[src/hdl/core_allocation_bitmap_index_unit_assert.svh]
// assertion macros for the core allocation bitmap index unit
// used by the top level only; expects i_clk and i_rst_n in scope
`ifndef CORE_ALLOCATION_BITMAP_INDEX_UNIT_ASSERT_SVH
`define CORE_ALLOCATION_BITMAP_INDEX_UNIT_ASSERT_SVH

// a holds at an edge implies b holds at the same edge
`define CABI_AST_IMPLY(label, a, b) \
    label: assert property (@(posedge i_clk) disable iff (!i_rst_n) (a) |-> (b)) \
        else $error("cabi check failed");

// a holds at an edge implies b holds at the next edge
`define CABI_AST_NEXT(label, a, b) \
    label: assert property (@(posedge i_clk) disable iff (!i_rst_n) (a) |=> (b)) \
        else $error("cabi check failed");

`endif

[src/hdl/cabi_ram.sv]
// generic single write, single read ram with registered read data
// no dependencies
module cabi_ram #(
    parameter int WIDTH = 16,
    parameter int DEPTH = 256,
    parameter int AW    = 8
) (
    input  logic             i_clk,
    input  logic             i_we,
    input  logic [AW-1:0]    i_waddr,
    input  logic [WIDTH-1:0] i_wdata,
    input  logic [AW-1:0]    i_raddr,
    output logic [WIDTH-1:0] o_rdata
);

    logic [WIDTH-1:0] r_mem [DEPTH];
    logic [WIDTH-1:0] r_rdata;

    always_ff @(posedge i_clk) begin
        if (i_we) begin
            r_mem[i_waddr] <= i_wdata;
        end
        r_rdata <= r_mem[i_raddr];
    end

    assign o_rdata = r_rdata;

endmodule

[config.mk]
export PLATFORM = sky130hd
export DESIGN_NAME = cabi_ram
export DESIGN_NICKNAME = d
export VERILOG_FILES = /design/src/hdl/core_allocation_bitmap_index_unit_assert.svh /design/src/hdl/cabi_ram.sv
export SDC_FILE = /design/constraint.sdc
export NUM_CORES = 2
export LEC_CHECK = 0
export ABC_AREA = 0
export BUFFER_PORTS_ARGS = -buffer_cell sky130_fd_sc_hd__buf_2
export CAP_MARGIN = 10
export CORE_ASPECT_RATIO = 1.4
export CORE_MARGIN = 2
export CORE_UTILIZATION = 43
export CTS_CLUSTER_DIAMETER = 80
export DETAILED_ROUTE_END_ITERATION = 8
export HOLD_SLACK_MARGIN = 0.06
export SLEW_MARGIN = 10
export SYNTH_ARGS = -nofsm -noshare
export SYNTH_HDL_FRONTEND = slang
export SYNTH_SLANG_ARGS = --single-unit
[constraint.sdc]
create_clock -name i_clk -period 6.3 [get_ports i_clk]
set_clock_uncertainty 0.05 [all_clocks]
set_input_delay 0.315 -clock i_clk [delete_from_list [all_inputs] [get_ports i_clk]]
set_output_delay 0.315 -clock i_clk [all_outputs]
set_load 0.03 [all_outputs]
==> impl_results.md <==
* Run status: finished clean
* Dpl cells at 12300
* Largest net degree at the start of global routing at 196
* Leakage power at around 56 nW
* Worst setup margin at 2.60 ns
* Rel. slew slack at 9.82%
* Vias at 78300
* Max Cap Viol at 0
* Vias in the first global route at 78500
* Routed wire length per instance at between 30 and 40 µm
* Reg2Reg Setup Slack at 2.92 ns
* HP Class: in -> reg
* Congestion Overflow GR at 0
* EDFF count, synth at 4096
* CTS resizes at 0
* IO Port Bufs at 49
* CP Max Fanout at 84
* Synth Instances at 7360
* Post-CTS setup buffer count at 0
* Chip height at 723 µm
* Rows at 264
* Cell variety after synth at 52
* # clock sinks at 4112
* Power per cell area at approximately 310 mW/mm²
* First-pass GRT wire length at 607000 µm
* First-pass DRT Iterations at 6
* Chip Width at between 500 and 600 µm
* Worst-path clk slew at 0.06 ns
* Max Freq at 271 MHz
* CP Class: in -> reg
* CTS root buf: clkbuf_16
* Iter 0 DRT Violations at 9146
* Initial Util at between 40% and 50%
* Hold Path Depth at 4
* CTS tree: yes
* Seq/Total Area, Yosys at 77.7%
* TritonCTS Buffers at ~380
* WP data arrival at 4.47 ns
* FF+latch count, synth at roughly 4100
* Post-DRT Antenna Nets at 0
* Placed wire-length estimate at 256000 µm
* Reg2Reg Depth at 6
* Startpoint Class: primary input
* Async SR Flop Fraction at 0%
* Hold Fails Final Rpt at 0
* Util after Layout at 48.6%
* Synth-to-Final Area Change at 12.8%
* RSZ-0062 raised after global routing: false
* H-tree levels at 5
* Nets at around 8000
* Initial antenna violation count at 25
* Syn_area_per_cell at 21.6 µm²
* Final period util at about three fifths
* Worst setup EP type: flip-flop
* # hold bufs at CTS at 21
* Vias per cell at 6.02
* Netlist Area Pre-Place at about 0.16 mm²
* Setup Slack @ Placement at around 1.7 ns
* DIE AREA at 0.374 mm²
* Worst path required time at slightly above 7 ns
* Worst R2R End: o_rdata[1]
* Post-synth top flop: edfxtp_1
* Slew @ Worst Pin at ~1.4 ns
* Worst IR Drop VDD at 0.000197 V
* Setup TNS at 0 ns
* Beginning of the worst hold path: i_waddr[1]
* Worst skew pair latency at 0.96 ns
* Pins Over Slew Limit at 0
* Reg2reg start: r_mem[130][1]
* GP Congestion at 0.863
* Synthesized net count at 7394
* Final wirelength at about 440000 µm
* Tot GR Track Use at 23.0%
* Synth warn at 0
* Post-route insts no fill at around 13000
* Core area at 0.368 mm²
* Minimum clock period at around 3.7 ns
* Hold Path Sink: r_mem[163][13]
* Share of layout cells above drive strength 1 at 24.5%
* Boundary Pins at 50
* Clock tree buffer depth at 4
* DRC viols at 0
* Final setup vio count at 0
cell usage in the layout, fill, tap and decap left out, types with 18 or more instances in the layout:
cell,instances
a211oi_1,18
a21oi_1,175
a221oi_1,28
a22o_1,32
a22oi_1,43
buf_12,42
buf_2,28
buf_4,356
bufinv_16,34
clkbuf_1,69
clkbuf_16,391
clkinv_1,102
clkinv_2,64
dlygate4sd3_1,21
edfxtp_1,4096
mux2_2,88
mux2i_1,565
mux4_2,797
nand2_1,37
nand3_1,26
nand4_1,26
nor2_1,216
nor2_2,84
nor3_1,88
o21ai_0,30
o221ai_1,252
o22ai_1,148
o32ai_1,20
kinds of logic (layout without fill, tap and decap cells):
| group | Yosys count | after routing | synth area share [%] |
|---|---|---|---|
| flops | 4112 | 4112 | 77.7 |
| mux | 1450 | 1450 | 15.5 |
| compound gates | 786 | 786 | 3.54 |
| simple gates | 556 | 556 | 1.57 |
| buf+inv | 456 | 1171 | 1.69 |
| other cells | 0 | 13 | 0 |
stage by stage:
stage / area, µm² / power, W / hold WS, ns
final: 179000 / 0.0560 / 0.172
after global routing: 179000 / 0.0575 / 0.164
after CTS: 179000 / 0.0564 / 0.0834
after detailed placement: 167000 / 0.0337 / 0.757
after global placement: 166000 / 0.0336 / 0.744
after floorplan: 159000 / 0.0323 / 0.364
layout make-up:
type                    instances  area [µm²]
repair buffers                467        4170
inverters                       4        27.5
flip-flops and latches       4112      123000
fillers                     29500      189000
multi-input cells            2792       33100
clock buffers                 464       10100
clock inverters               236        2190
well taps                    4921        6160
diodes                         13        32.5
worst max path at each step:
stage / start / endpoint / slack [ns] / cells past startpoint
2_1_floorplan: i_waddr[3] / r_mem[235][0] / 3.77 / 6
3_3_place_gp: i_raddr[0] / o_rdata[3] / 1.63 / 9
3_5_place_dp: i_raddr[0] / o_rdata[3] / 1.70 / 9
4_1_cts: i_raddr[0] / o_rdata[3] / 2.68 / 9
5_1_grt: i_raddr[0] / o_rdata[3] / 2.41 / 9
6_report: i_raddr[0] / o_rdata[3] / 2.60 / 9
synthesized netlist by cell type, types with 2 or more instances:
master | instances | area, µm²
or2_2 | 4 | 25.0
a21oi_1 | 175 | 876
nor4_1 | 17 | 106
a22oi_1 | 43 | 323
a31oi_1 | 6 | 37.5
edfxtp_1 | 4096 | 123000
mux2_2 | 88 | 991
a211oi_1 | 18 | 135
nor2_1 | 304 | 1140
buf_12 | 5 | 100
a21o_1 | 2 | 15.0
a22o_1 | 32 | 280
nor2b_1 | 9 | 56.3
nand2_1 | 38 | 143
mux4_2 | 797 | 17900
mux2i_1 | 565 | 5660
inv_1 | 3 | 11.3
clkbuf_1 | 230 | 863
buf_1 | 27 | 101
nor4bb_1 | 2 | 20.0
buf_2 | 76 | 380
o221ai_1 | 252 | 2210
o31ai_1 | 16 | 120
nand4b_1 | 3 | 26.3
buf_4 | 26 | 195
buf_8 | 11 | 165
dfxtp_1 | 16 | 320
buf_6 | 77 | 867
nor3_1 | 92 | 460
and4_1 | 2 | 17.5
o32ai_1 | 20 | 175
nand3_1 | 35 | 175
o22ai_1 | 148 | 926
or3_1 | 2 | 12.5
a2111oi_0 | 6 | 52.6
o21ai_0 | 37 | 185
a221oi_1 | 28 | 245
nand2b_1 | 3 | 18.8
nand4_1 | 26 | 163
and3_1 | 11 | 68.8
power by group:
part | total, W | internal [W] | switching (W)
registers | 0.0302 | 0.0302 | 0.0000622
logic | 0.00284 | 0.000939 | 0.00190
clock network | 0.0230 | 0.0128 | 0.0101
total | 0.0560 | 0.0439 | 0.0121
flip-flops by register name (all words and copies together), names as in the netlist:
register,cells
o_rdata,16
r_mem,4096
worst max-delay path, cell delays in order:
cell and delay [ns]:
buf_12 0.58, buf_12 0.44, buf_4 0.62, mux2i_1 0.16, o221ai_1 0.32, o22ai_1 0.14, a21oi_1 0.63, nand4_1 0.56
nor4_1 0.36
routing by layer:
layer  share of wire, %  GRT usage, %  vias to the layer above
met5              0.025             0                        -
met4                5.3          10.8                       16
met3                7.0          3.41                      711
met2                 50          38.6                     3315
met1                 38          29.4                    42100
li1                   -             -                    32100
Note: power is estimated with default switching activity, not from simulation.
