--- config.mk ---
export PLATFORM = sky130hd
export DESIGN_NAME = cabi_walk
export DESIGN_NICKNAME = d
export VERILOG_FILES = /design/src/hdl/core_allocation_bitmap_index_unit_assert.svh /design/src/hdl/cabi_pkg.sv /design/src/hdl/cabi_walk.sv
export SDC_FILE = /design/constraint.sdc
export NUM_CORES = 2
export LEC_CHECK = 0
export BUFFER_PORTS_ARGS = -buffer_cell sky130_fd_sc_hd__buf_2
export CORE_UTILIZATION = 50
export CTS_BUF_LIST = sky130_fd_sc_hd__clkbuf_8
export CTS_CLUSTER_SIZE = 16
export DETAILED_ROUTE_END_ITERATION = 8
export GPL_TIMING_DRIVEN = 1
export PLACE_DENSITY = 0.66
export SETUP_SLACK_MARGIN = 0.5
export SLEW_MARGIN = 5
export SYNTH_ARGS = -nofsm -noshare
export SYNTH_HDL_FRONTEND = slang
export SYNTH_SLANG_ARGS = --single-unit
export TNS_END_PERCENT = 10
--- constraint.sdc ---
create_clock -name i_clk -period 14.6 [get_ports i_clk]
set_input_delay 2.92 -clock i_clk [delete_from_list [all_inputs] [get_ports i_clk]]
set_output_delay 2.92 -clock i_clk [all_outputs]
set_load 0.02 [all_outputs]
--- src/hdl/core_allocation_bitmap_index_unit_assert.svh ---
// assertion macros for the core allocation bitmap index unit
// used by the top level only; expects i_clk and i_rst_n in scope
`ifndef CORE_ALLOCATION_BITMAP_INDEX_UNIT_ASSERT_SVH
`define CORE_ALLOCATION_BITMAP_INDEX_UNIT_ASSERT_SVH

// a holds at an edge implies b holds at the same edge
`define CABI_AST_IMPLY(label, a, b) \
    label: assert property (@(posedge i_clk) disable iff (!i_rst_n) (a) |-> (b)) \
        else $error("cabi check failed");

// a holds at an edge implies b holds at the next edge
`define CABI_AST_NEXT(label, a, b) \
    label: assert property (@(posedge i_clk) disable iff (!i_rst_n) (a) |=> (b)) \
        else $error("cabi check failed");

`endif

--- src/hdl/cabi_pkg.sv ---
// shared types, codes and defaults of the core allocation bitmap index unit
// no dependencies
package cabi_pkg;

    localparam int GROUPS_DEF    = 16;
    localparam int CORE_BITS_DEF = 4096;
    localparam int WORD_W        = 16;
    localparam int BASE_W        = 18;
    localparam logic [BASE_W-1:0] BASE_CAP = 18'h20000;

    localparam logic [2:0] CMD_LOAD      = 3'd0;
    localparam logic [2:0] CMD_TEST_CORE = 3'd1;
    localparam logic [2:0] CMD_SET_CORE  = 3'd2;
    localparam logic [2:0] CMD_TEST_NODE = 3'd3;
    localparam logic [2:0] CMD_SET_NODE  = 3'd4;
    localparam logic [2:0] CMD_SHAPE     = 3'd5;

    localparam logic [2:0] ST_OK       = 3'd0;
    localparam logic [2:0] ST_SOCKET   = 3'd1;
    localparam logic [2:0] ST_CORE     = 3'd2;
    localparam logic [2:0] ST_BOUND    = 3'd3;
    localparam logic [2:0] ST_NO_NODE  = 3'd4;

    typedef struct packed {
        logic [2:0]  cmd;
        logic [15:0] node_index;
        logic [15:0] socket_index;
        logic [15:0] core_index;
        logic [3:0]  group_slot;
        logic [6:0]  group_sockets;
        logic [8:0]  group_cores;
        logic [15:0] group_repeats;
    } t_in;

    typedef struct packed {
        logic [2:0]  status;
        logic        bit_value;
        logic [11:0] bit_offset;
        logic [6:0]  node_sockets;
        logic [8:0]  node_cores;
    } t_out;

    typedef struct packed {
        logic        en;
        logic [3:0]  slot;
        logic [6:0]  sockets;
        logic [8:0]  cores;
        logic [15:0] repeats;
    } t_walk_load;

    typedef struct packed {
        logic              done;
        logic              found;
        logic [6:0]        sockets;
        logic [8:0]        cores;
        logic [15:0]       per;
        logic [BASE_W-1:0] base;
    } t_walk_res;

    typedef enum logic [3:0] {
        S_CLEAR,
        S_IDLE,
        S_WALK,
        S_CHECK,
        S_BREAD,
        S_BMOD,
        S_NREAD,
        S_NMOD,
        S_DONE
    } t_state;

endpackage

--- src/hdl/cabi_walk.sv ---
// layout group table and the node walk over it, one group per cycle
// depends on cabi_pkg
module cabi_walk import cabi_pkg::*; #(
    parameter int GROUPS = GROUPS_DEF
) (
    input  logic        i_clk,
    input  logic        i_rst_n,
    input  t_walk_load  i_load,
    input  logic        i_start,
    input  logic [15:0] i_node,
    output t_walk_res   o_res
);

    localparam int GW = (GROUPS > 1) ? $clog2(GROUPS) : 1;

    logic [6:0]        r_soc [GROUPS];
    logic [8:0]        r_cor [GROUPS];
    logic [15:0]       r_rep [GROUPS];
    logic [15:0]       r_per [GROUPS];
    logic              r_busy;
    logic [GW-1:0]     r_g;
    logic [BASE_W-1:0] r_acc;
    logic [15:0]       r_rem;
    t_walk_res         r_res;

    logic [15:0]       rep;
    logic [15:0]       per;
    logic              take;
    logic [31:0]       prod;
    logic [32:0]       sum;
    logic [BASE_W-1:0] sat;

    always_comb begin
        rep  = r_rep[r_g];
        per  = r_per[r_g];
        take = rep <= r_rem;
        prod = per * (take ? rep : r_rem);
        sum  = 33'(r_acc) + 33'(prod);
        sat  = (sum > 33'(BASE_CAP)) ? BASE_CAP : BASE_W'(sum);
    end

    always_ff @(posedge i_clk) begin
        if (!i_rst_n) begin
            r_busy <= 1'b0;
            r_res  <= '0;
            r_g    <= '0;
            r_acc  <= '0;
            r_rem  <= '0;
            for (int i = 0; i < GROUPS; i++) begin
                r_soc[i] <= '0;
                r_cor[i] <= '0;
                r_rep[i] <= '0;
                r_per[i] <= '0;
            end
        end else begin
            r_res.done <= 1'b0;
            if (i_load.en && (32'(i_load.slot) < GROUPS)) begin
                r_soc[GW'(i_load.slot)] <= i_load.sockets;
                r_cor[GW'(i_load.slot)] <= i_load.cores;
                r_rep[GW'(i_load.slot)] <= i_load.repeats;
                r_per[GW'(i_load.slot)] <= 16'(i_load.sockets * i_load.cores);
            end
            if (i_start) begin
                r_busy <= 1'b1;
                r_g    <= '0;
                r_acc  <= '0;
                r_rem  <= i_node;
            end else if (r_busy) begin
                if (take) begin
                    r_acc <= sat;
                    r_rem <= r_rem - rep;
                    if (r_g == GW'(GROUPS - 1)) begin
                        r_busy <= 1'b0;
                        r_res  <= '{done: 1'b1, found: 1'b0, sockets: '0, cores: '0,
                                   per: '0, base: '0};
                    end else begin
                        r_g <= r_g + 1'b1;
                    end
                end else begin
                    // node lies inside this group
                    r_busy <= 1'b0;
                    r_res  <= '{done: 1'b1, found: 1'b1, sockets: r_soc[r_g],
                               cores: r_cor[r_g], per: per, base: sat};
                end
            end
        end
    end

    assign o_res = r_res;

endmodule

==> flow_summary.ini <==
[yosys]
synth_most_common_cell = edfxtp_1
synthTopCellsByArea = edfxtp_1 46%, mux4_2 11%, fa_1 9.9%
syn_nets = 4470
synthFlopType = edfxtp_1
syn_area_mm2 = 0.0504
synth-edff-count = 768
ys_ff_latch = 863
synth_seq_area_share_pct = 49.5
synth_area_per_cell_um2 = 12.6
synth_commonest_cells = 768 x edfxtp_1, 439 x and3_1, 346 x inv_1, 314 x nand2_1, 259 x clkbuf_1
async_reset_ff_share_pct = 0
yosys.area.top_type_share_pct = 45.8
ys_warn_count = 0
yosysTopAreaCell = edfxtp_1
ys_types = 84
synthCells = 4005

[floorplan]
die_w_um = 319
start_util_pct = 50.4
rows = 116
coreArea_mm2 = 0.100
chipHeight_um = 319
boundaryPins = 108
die_area_mm2 = 0.102

[sta]
grt_setup_unrepaired = no
skew_ns = 0.0434
setup_ws_ns = 1.98
finalSetupTns_ns = 0
maxSlewHeadroom_pct = 11.5
fmaxAchievable_mhz = 79.2
min_period_ns = 12.62
slew_viol_final = 0
hold_viol_final = 0
setup_viol = 0
post-route-period-util_pct = 86.5
tightestPinTransition_ns = 1.32

[setup_path]
crit_arrival_ns = 13.35
path_max_fanout = 44
critical_path_class = reg2reg
crit_top_cell = fa_1
cp.required_ns = 15.33
crit_path_end_kind = flip-flop
worstSetupStartpointType = flip-flop
max_stage_delay_ns = 1.24
cp_slowest_cell = o21ai_1

[final_layout]
syn2layout_area_growth_pct = 8.26
multi_input_area_mm2 = 0.0228
drive_gt1_share_pct = 17.0
regArea_mm2 = 0.0250
nFillCells = 8282
finish.net_count = 4449

[global_route]
grt_pass1_vias = 33700
grt_max_degree = 104
antenna_found_initial = 6
grt_overflow = 0
track_usage_pct = 27.0
grt_pass1_wl_mm = 206

[power]
netSwitchingFraction_pct = 41.7
total_leakage_power_nw = 22.2
switching_power_mw = 3.83
pwr-share-comb_pct = 45.9
p_int_mw = 5.35
vdd_ir_drop_max_v = 0.000557
p_seq_share_pct = 31.2
power_frac_clock_pct = 22.9
power.density_mw_per_mm2 = 168

[cts]
worst_setup_hold_path_clk_slew_ns = 0.07
cts-root-buf = clkbuf_8
ctsHoldBuffers = 0
clk_latency_ns = 0.85
cts_tree = done
post_cts_buffers = 0
cts_sinks = 863
h-tree-depth = 4
cts_buffer_depth = 3
cts_resized = 0
cts_made_buffers = 145

[place]
pre_cts_ws_ns = 1.85
routabilityCongestion = 0.881
dpl.hpwl_mm = 78.3
port_buffers = 107

[detailed_routing]
drt_wl_total_mm = 135
antenna_left = 0
drc = 0
dr_total_vias = 32700
drtPass1Iterations = 5
viasPerCell = 6.06
drtIter0Drc = 3608
wl_per_cell_um = 25.0

[status]
status = completed

[worst_hold_path]
hold_path_class = reg2reg
hp-start = o_res[2]

[run]
timing.max_cap.violations = 0
[final timing paths]
check	end	cells past startpoint	slack [ns]
setup / recovery	o_res[17]	32	1.98
hold / removal	o_res[2]	2	0.45
setup reg to reg	o_res[17]	32	1.98
hold reg to reg	o_res[2]	2	0.45
[per-stage QoR]
stage                     utilization [%]  area (um2)  hold slack [ns]  power (mW)  instances
final                                54.6       54600            0.447        9.19       5401
after global placement               51.8       51800            0.432        7.04       5135
after floorplan                         -       50400            0.429        6.11       4005
after detailed placement             51.8       51800            0.436        7.10       5135
after global routing                 54.6       54600            0.465        9.76       5398
after CTS                            54.5       54500            0.452        9.20       5395
[sequential cells by signal (all words and copies together), names as in the netlist, named ones only]
name    count
r_acc      18
r_rem      16
r_cor     144
o_res      52
r_g         4
r_rep     256
r_soc     112
r_per     256
r_busy      1
[placed cells by master (no fill, tap or decap), types with 6 or more instances in the layout]
cell,count
and3_2,10
o211ai_1,12
diode_2,6
nand3_1,68
nand4b_1,6
nand2_4,16
nor3_1,34
edfxtp_1,768
o21ai_0,31
xnor2_1,25
o21ai_1,17
xor2_1,17
dfxtp_1,91
or3_1,9
nor2b_1,72
a21boi_0,38
inv_1,405
and2_1,201
a21oi_1,58
o21ai_2,32
or2_2,7
o211a_1,10
nand2b_1,29
a21o_1,17
nand4_1,24
nor2_1,237
buf_2,106
o21a_1,10
clkinv_1,22
nand2_1,298
a211oi_1,8
clkbuf_8,152
fa_1,248
mux4_2,237
mux2i_1,11
and3_1,435
buf_4,64
ha_1,161
clkinv_2,7
[kinds of logic (layout without fill, tap and decap cells)]
family          Yosys count  count (layout)  share of synthesized area [%]
flops                   863             863                           49.5
xor+xnor                 43              43                          0.747
mux                     252             252                           10.9
compound gates          277             277                           3.98
other cells               0               6                              0
fa+ha+maj               409             409                           13.8
buf+inv                 686             778                           5.53
simple gates           1475            1475                           15.5
[power groups by stage]
stage                     clock, mW  combinational, mW  sequential [mW]
after floorplan                   0               3.20             2.91
after global placement            0               4.13             2.91
after detailed placement          0               4.18             2.92
after CTS                      2.13               4.20             2.87
after global routing           2.23               4.65             2.88
final                          2.10               4.22             2.87
[cell type report]
| type | instances | area share (%) |
|---|---|---|
| Antenna cell | 6 | 0.0275 |
| Clock buffer | 152 | 3.83 |
| Clock inverter | 108 | 1.25 |
| Inverter | 347 | 2.39 |
| Multi-Input combinational cell | 2456 | 41.9 |
| Sequential cell | 863 | 45.8 |
| Tap cell | 1298 | 2.98 |
| Timing Repair Buffer | 171 | 1.89 |
[worst max-delay path, delay by kind of cell, from the launching register on]
family,cells,cell delay [ns]
fa+ha+maj,9,4.00
compound gates,9,3.02
simple gates,7,2.60
mux,2,1.04
flops,1,0.97
buf+inv,4,0.55
xor+xnor,1,0.21
[metal layers]
| metal | wire length (um) | track usage, % | up-vias | share of wire [%] |
|---|---|---|---|---|
| met4 | 3730 | 9.07 | 2 | 2.8 |
| met2 | 65900 | 44.4 | 1518 | 49 |
| met1 | 55200 | 36.6 | 16800 | 41 |
| met5 | 8 | 0 | - | 0.0059 |
| met3 | 10400 | 4.57 | 229 | 7.7 |
| li1 | - | - | 14100 | - |
Note: power is estimated with default switching activity, not from simulation.
